[src/rtl/sfd_pkg.sv]
// Shared constants and types of the serial frame deframer.
`default_nettype none
package sfd_pkg;

  localparam logic [7:0] SYNC_BYTE     = 8'hAB;
  localparam logic [7:0] HEADER_SECOND = 8'h01;
  localparam logic [7:0] CHECK_START   = 8'h00;

  localparam int CFG_INDEX_W = 8;
  localparam logic [CFG_INDEX_W-1:0] REG_MATCH_COMMAND = 8'd0;
  localparam logic [CFG_INDEX_W-1:0] REG_FILTER_ENABLE = 8'd1;

  typedef struct packed {
    logic       emit;
    logic [7:0] data_byte;
    logic [7:0] frame_command;
    logic [7:0] frame_length;
    logic       end_of_frame;
    logic       check_ok;
  } sfd_result_t;

endpackage
`default_nettype wire

[src/rtl/serial_frame_deframer.sv]
// Top level of the serial frame deframer: input register, parser and result register.
// A payload or check byte passes through the input register, the parser and the result register to the output.
// Throughput: one byte per cycle unless output back-pressure (m_axis_tready low) stalls the pipeline.
// A held result does not stall input while the input register is free.
// Reset: synchronous active-high rst returns the parser to sync hunting and clears
// both registers' valid flags and the configuration registers.
`default_nettype none
module serial_frame_deframer (
  input  wire logic                            clk,
  input  wire logic                            rst,
  input  wire logic                            s_axis_tvalid,
  output      logic                            s_axis_tready,
  input  wire logic [7:0]                      s_axis_tdata,  // [7:0] rx_byte
  output      logic                            m_axis_tvalid,
  input  wire logic                            m_axis_tready,
  output      logic [23:0]                     m_axis_tdata,  // data_byte, frame_command, frame_length
  output      logic                            m_axis_tlast,  // end_of_frame
  output      logic                            m_axis_tuser,  // check_ok
  input  wire logic                            cfg_valid,
  output      logic                            cfg_ready,
  input  wire logic [sfd_pkg::CFG_INDEX_W-1:0] cfg_index,
  input  wire logic [7:0]                      cfg_data
);

  logic                 in_valid;
  logic [7:0]           in_byte;
  logic                 advance;
  logic [7:0]           match_command;
  logic                 filter_enable;
  sfd_pkg::sfd_result_t result;

  assign advance       = !m_axis_tvalid || m_axis_tready;
  assign s_axis_tready = !in_valid || advance;
  assign cfg_ready     = 1'b1;

  always_ff @(posedge clk) begin
    if (rst) begin
      match_command <= 8'd0;
      filter_enable <= 1'b0;
    end else if (cfg_valid) begin
      if (cfg_index == sfd_pkg::REG_MATCH_COMMAND) begin
        match_command <= cfg_data;
      end else if (cfg_index == sfd_pkg::REG_FILTER_ENABLE) begin
        filter_enable <= cfg_data[0];
      end
    end
  end

  always_ff @(posedge clk) begin
    if (rst) begin
      in_valid <= 1'b0;
    end else if (s_axis_tready) begin
      in_valid <= s_axis_tvalid;
    end
    if (s_axis_tready && s_axis_tvalid) begin
      in_byte <= s_axis_tdata;
    end
  end

  sfd_parser u_parser (
    .clk           (clk),
    .rst           (rst),
    .step          (in_valid && advance),
    .rx_byte       (in_byte),
    .match_command (match_command),
    .filter_enable (filter_enable),
    .result        (result)
  );

  always_ff @(posedge clk) begin
    if (rst) begin
      m_axis_tvalid <= 1'b0;
    end else if (advance) begin
      m_axis_tvalid <= in_valid && result.emit;
    end
    if (advance && in_valid && result.emit) begin
      m_axis_tdata <= {result.frame_length, result.frame_command, result.data_byte};
      m_axis_tlast <= result.end_of_frame;
      m_axis_tuser <= result.check_ok;
    end
  end

`ifndef SYNTHESIS
  a_reset_clears: assert property (@(posedge clk) rst |=> !m_axis_tvalid && !in_valid)
    else $error("valid flags not cleared by reset");
  a_input_held: assert property (@(posedge clk) disable iff (rst)
    in_valid && !advance |=> in_valid && $stable(in_byte))
    else $error("pending input byte lost during output stall");
  a_ok_only_at_end: assert property (@(posedge clk) disable iff (rst)
    m_axis_tvalid && !m_axis_tlast |-> !m_axis_tuser)
    else $error("checksum verdict on a payload result");
  a_out_from_input: assert property (@(posedge clk) disable iff (rst)
    !$past(in_valid) && !$past(m_axis_tvalid) |-> !m_axis_tvalid)
    else $error("result without an input byte");
`endif

endmodule
`default_nettype wire

[src/rtl/sfd_parser.sv]
// Frame parser state and the per-byte result logic of the serial frame deframer.
`default_nettype none
module sfd_parser (
  input  wire logic               clk,
  input  wire logic               rst,
  input  wire logic               step,
  input  wire logic [7:0]         rx_byte,
  input  wire logic [7:0]         match_command,
  input  wire logic               filter_enable,
  output sfd_pkg::sfd_result_t    result
);

  typedef enum logic [2:0] {
    PH_HUNT  = 3'd0,
    PH_SYNC  = 3'd1,
    PH_CMD   = 3'd2,
    PH_LEN   = 3'd3,
    PH_DATA  = 3'd4,
    PH_CHECK = 3'd5
  } phase_t;

  phase_t     phase, phase_next;
  logic [7:0] held_command, held_command_next;
  logic [7:0] held_length, held_length_next;
  logic [7:0] bytes_left, bytes_left_next;
  logic [7:0] running_check, running_check_next;
  logic       frame_kept, frame_kept_next;
  logic [7:0] check_sum;
  logic [7:0] left_dec;

  assign check_sum = running_check + rx_byte;
  assign left_dec  = bytes_left - 8'd1;

  always_comb begin
    phase_next         = phase;
    held_command_next  = held_command;
    held_length_next   = held_length;
    bytes_left_next    = bytes_left;
    running_check_next = running_check;
    frame_kept_next    = frame_kept;
    result.emit          = 1'b0;
    result.data_byte     = rx_byte;
    result.frame_command = held_command;
    result.frame_length  = held_length;
    result.end_of_frame  = 1'b0;
    result.check_ok      = 1'b0;
    unique case (phase)
      PH_SYNC: begin
        if (rx_byte == sfd_pkg::HEADER_SECOND) begin
          running_check_next = sfd_pkg::CHECK_START + rx_byte;
          phase_next         = PH_CMD;
        end else if (rx_byte != sfd_pkg::SYNC_BYTE) begin
          phase_next = PH_HUNT;
        end
      end
      PH_CMD: begin
        held_command_next  = rx_byte;
        running_check_next = check_sum;
        frame_kept_next    = !filter_enable || (rx_byte == match_command);
        phase_next         = PH_LEN;
      end
      PH_LEN: begin
        held_length_next   = rx_byte;
        bytes_left_next    = rx_byte;
        running_check_next = check_sum;
        phase_next         = (rx_byte == 8'd0) ? PH_CHECK : PH_DATA;
      end
      PH_DATA: begin
        result.emit        = frame_kept;
        running_check_next = check_sum;
        bytes_left_next    = left_dec;
        if (left_dec == 8'd0) begin
          phase_next = PH_CHECK;
        end
      end
      PH_CHECK: begin
        result.emit         = frame_kept;
        result.end_of_frame = 1'b1;
        result.check_ok     = (check_sum == sfd_pkg::CHECK_START);
        phase_next          = PH_HUNT;
      end
      default: begin
        phase_next = (rx_byte == sfd_pkg::SYNC_BYTE) ? PH_SYNC : PH_HUNT;
      end
    endcase
  end

  always_ff @(posedge clk) begin
    if (rst) begin
      phase         <= PH_HUNT;
      held_command  <= 8'd0;
      held_length   <= 8'd0;
      bytes_left    <= 8'd0;
      running_check <= sfd_pkg::CHECK_START;
      frame_kept    <= 1'b0;
    end else if (step) begin
      phase         <= phase_next;
      held_command  <= held_command_next;
      held_length   <= held_length_next;
      bytes_left    <= bytes_left_next;
      running_check <= running_check_next;
      frame_kept    <= frame_kept_next;
    end
  end

endmodule
`default_nettype wire
[config.mk]
export PLATFORM = sky130hd
export DESIGN_NAME = serial_frame_deframer
export DESIGN_NICKNAME = d
export VERILOG_FILES = /design/src/rtl/sfd_pkg.sv /design/src/rtl/serial_frame_deframer.sv /design/src/rtl/sfd_parser.sv
export SDC_FILE = /design/constraint.sdc
export NUM_CORES = 1
export LEC_CHECK = 0
export BUFFER_PORTS_ARGS = -buffer_cell sky130_fd_sc_hd__buf_2
export CORE_ASPECT_RATIO = 0.6
export CORE_MARGIN = 2
export CORE_UTILIZATION = 30
export DETAILED_ROUTE_END_ITERATION = 6
export PLACE_DENSITY = 0.5
export SKIP_CTS_REPAIR_TIMING = 1
export SLEW_MARGIN = 15
export SYNTH_ARGS = -nofsm -noshare
export SYNTH_HDL_FRONTEND = slang
export SYNTH_SLANG_ARGS = --single-unit
export TNS_END_PERCENT = 20
[constraint.sdc]
create_clock -name clk -period 2.45 [get_ports clk]
set_clock_uncertainty 0.15 [all_clocks]
set_input_delay 0.3675 -clock clk [delete_from_list [all_inputs] [get_ports clk]]
set_output_delay 0.3675 -clock clk [all_outputs]
set_load 0.03 [all_outputs]
==> summary.md <==
| Metric | Value |
|---|---|
| CP endpoint kind | `flop` |
| Via count | `2772` |
| Final slew viol count | `0` |
| Clock slew at reported path FFs | `about 60 ps` |
| Total Die Area | `0.01322 mm2` |
| Run status | `finished clean` |
| Worst VDD drop | `around 0.33 mV` |
| Largest net degree at the start of global routing | `40` |
| Most frequent cells in the layout | `56 x buf_2, 55 x nor2_1, 47 x dfxtp_1` |
| Final Hold Viols | `0` |
| Pwr/cell area | `670.3 mW/mm2` |
| Core ar. | `~0.012 mm2` |
| Syn nets | `between 300 and 400` |
| Antenna diode count | `0` |
| Synth async-reset ratio | `0` |
| CP max-delay cell | `fa_1` |
| Ys Warns | `0` |
| Cells after synthesis | `between 300 and 400` |
| Post-synthesis sequential area ratio | `0.5322` |
| Post-Syn Area | `0.003686 mm2` |
| Die height | `89.86 um` |
| Setup TNS | `0 ps` |
| Final period utilization | `0.9361` |
| Setup CP Type | `reg2reg` |
| Initial DRC count | `about 160` |
| Post-Route WL | `approximately 8500 um` |
| Global-route wire length before repair | `about 14000 um` |
| Post-synth EDFFs | `34` |
| First-pass iteration count of the detailed router | `5` |
| Fmax | `436.0 MHz` |
| Crit path buffers/inverters | `0` |
| Avg Cell Area, Syn | `10.41 um2` |
| Residual DRC count | `0` |
| Commonest non-fill, non-tap cell in the layout | `buf_2` |
| Relative slew margins | `0.4826` |
| Antenna violations before repair | `0` |
| DP Cell Count | `between 500 and 600` |
| Area growth syn-to-layout | `22.64%` |
| Placement Cell Area | `between 0.004 and 0.005 mm2` |
| Top delay family on crit path | `adder cells` |
| Final ANT Viol Nets | `0` |
| Hold crit path type | `in2reg` |
| Maximum clock path buffer count | `2` |
| # H-tree levels | `3` |
| CP arrival | `approximately 2400 ps` |
| Worst setup margin | `approximately 160 ps` |
| Final HPWL DP | `6060 um` |
| IO Pins | `between 50 and 60` |
| CTS Buf Count | `9` |
| Share of cells above drive strength 1 | `0.2447` |
| Synth cell types | `55` |
| Root Buffer | `clkbuf_16` |
| Lkg Pwr | `~1.7 nW` |
| Placer Congestion | `slightly below 0.9` |
| Tot GR Track Use | `0.1350` |
| IO Port Bufs | `56` |
| CTS tree | `built` |
| Site row count | `31` |
| Core Util, Final | `0.3760` |
| Final cell count without fillers | `590` |
| Via density | `approximately 4.7` |
| Initial core utilization | `0.3066` |
| Cell chain of the critical path | `ha_1 -> fa_1 -> a21o_1 -> a21oi_2 -> xnor2_1 -> nor4_1 -> and3_1` |
| Slowest stage delay, CP | `410 ps` |
| Die Wd | `roughly 150 um` |
| Total power | `about 3 mW` |
| CP startpoint kind | `flop` |
| Hold Slack | `54.60 ps` |
| Routed wire length per instance | `roughly 14 um` |
| # Max-Cap Violations | `0` |
| Most used DFF post-synth | `dfxtp_1` |
| Design area | `~0.0045 mm2` |
| Place WS | `about 72 ps` |
| CP required | `2500 ps` |
| Worst-Skew Late Latency | `about 330 ps` |
| Final setup fails | `0` |
| Clock sinks | `81` |
| RSZ-0062 raised after global routing | `no` |
| Worst-margin pin slew | `just under 800 ps` |
| Min Tclk post-route | `about 2300 ps` |
| Crit path max fanout | `2` |
| #FFs+latches synth | `between 80 and 90` |
| Total congestion overflow | `0` |
| Vias in the first global route | `approximately 2600` |
| Layout Nets | `between 400 and 500` |
-- power breakdown --
| part | internal, mW | switching, mW |
|---|---|---|
| clock | 0.923 | 0.530 |
| combinational | 0.0580 | 0.0893 |
| sequential | 1.41 | 0.0158 |
-- final cells by class --
class                           instances  area, um2
Clock inverter                          5      86.33
Fill cell                            1222       7503
Clock buffer                           10      239.0
Multi-Input combinational cell        250       1597
Inverter                                6      22.52
Timing Repair Buffer                   73      407.9
Sequential cell                        81       1962
Tap cell                              165      206.4
-- registers in the layout, indices dropped and copies added (netlist names), 3 cells and up --
signal / flops
in_byte: 8
m_axis_tdata: 24
u_parser.held_length: 8
u_parser.running_check: 8
match_command: 8
u_parser.held_command: 8
u_parser.phase: 3
u_parser.bytes_left: 8
-- synth_stat cells, drive strengths merged, types with 2 or more instances --
cell type | number | area share
nand3 | 6 | 0.0081
a22oi | 5 | 0.010
o21ai | 13 | 0.020
nor4 | 7 | 0.018
dfxtp | 47 | 0.26
a21oi | 30 | 0.041
nor4b | 3 | 0.0071
ha | 9 | 0.031
nand4 | 4 | 0.0068
nor2b | 2 | 0.0034
nand2 | 33 | 0.036
buf | 8 | 0.017
nor3b | 3 | 0.0075
a21o | 4 | 0.0081
o21a | 2 | 0.0041
edfxtp | 34 | 0.28
nand3b | 3 | 0.0061
a211oi | 4 | 0.0081
inv | 6 | 0.0061
nor2 | 56 | 0.058
nor3 | 7 | 0.011
and2 | 4 | 0.0068
mux2i | 20 | 0.054
xnor2 | 7 | 0.017
clkbuf | 9 | 0.015
o31ai | 2 | 0.0041
xor2 | 11 | 0.026
-- cell families (layout without fill, tap and decap cells) --
group | after synthesis | after routing | synth area share
buf+inv | 23 | 94 | 0.03835
other cells | 1 | 1 | 0.001017
simple gates | 133 | 133 | 0.1809
fa+ha+maj | 10 | 10 | 0.03598
flops | 81 | 81 | 0.5322
xor+xnor | 18 | 18 | 0.04277
mux | 20 | 20 | 0.05431
compound gates | 68 | 68 | 0.1144
-- path summary, 6_finish.rpt --
check,slack (ps),start,depth (start not counted),endpoint
min reg2reg,280,u_parser.held_length[3],0,m_axis_tdata[19]
min,50,s_axis_tdata[2],1,in_byte[2]
max,160,in_byte[0],7,m_axis_tuser
max reg2reg,160,in_byte[0],7,m_axis_tuser
-- per-layer routing --
metal,track usage,up-vias,wire length (um)
met5,0,-,0
met3,0.04569,2,402
li1,-,1396,-
met4,0.03365,0,33
met2,0.1904,72,3533
met1,0.1971,1302,4514
(Power assumes the default switching activity.)
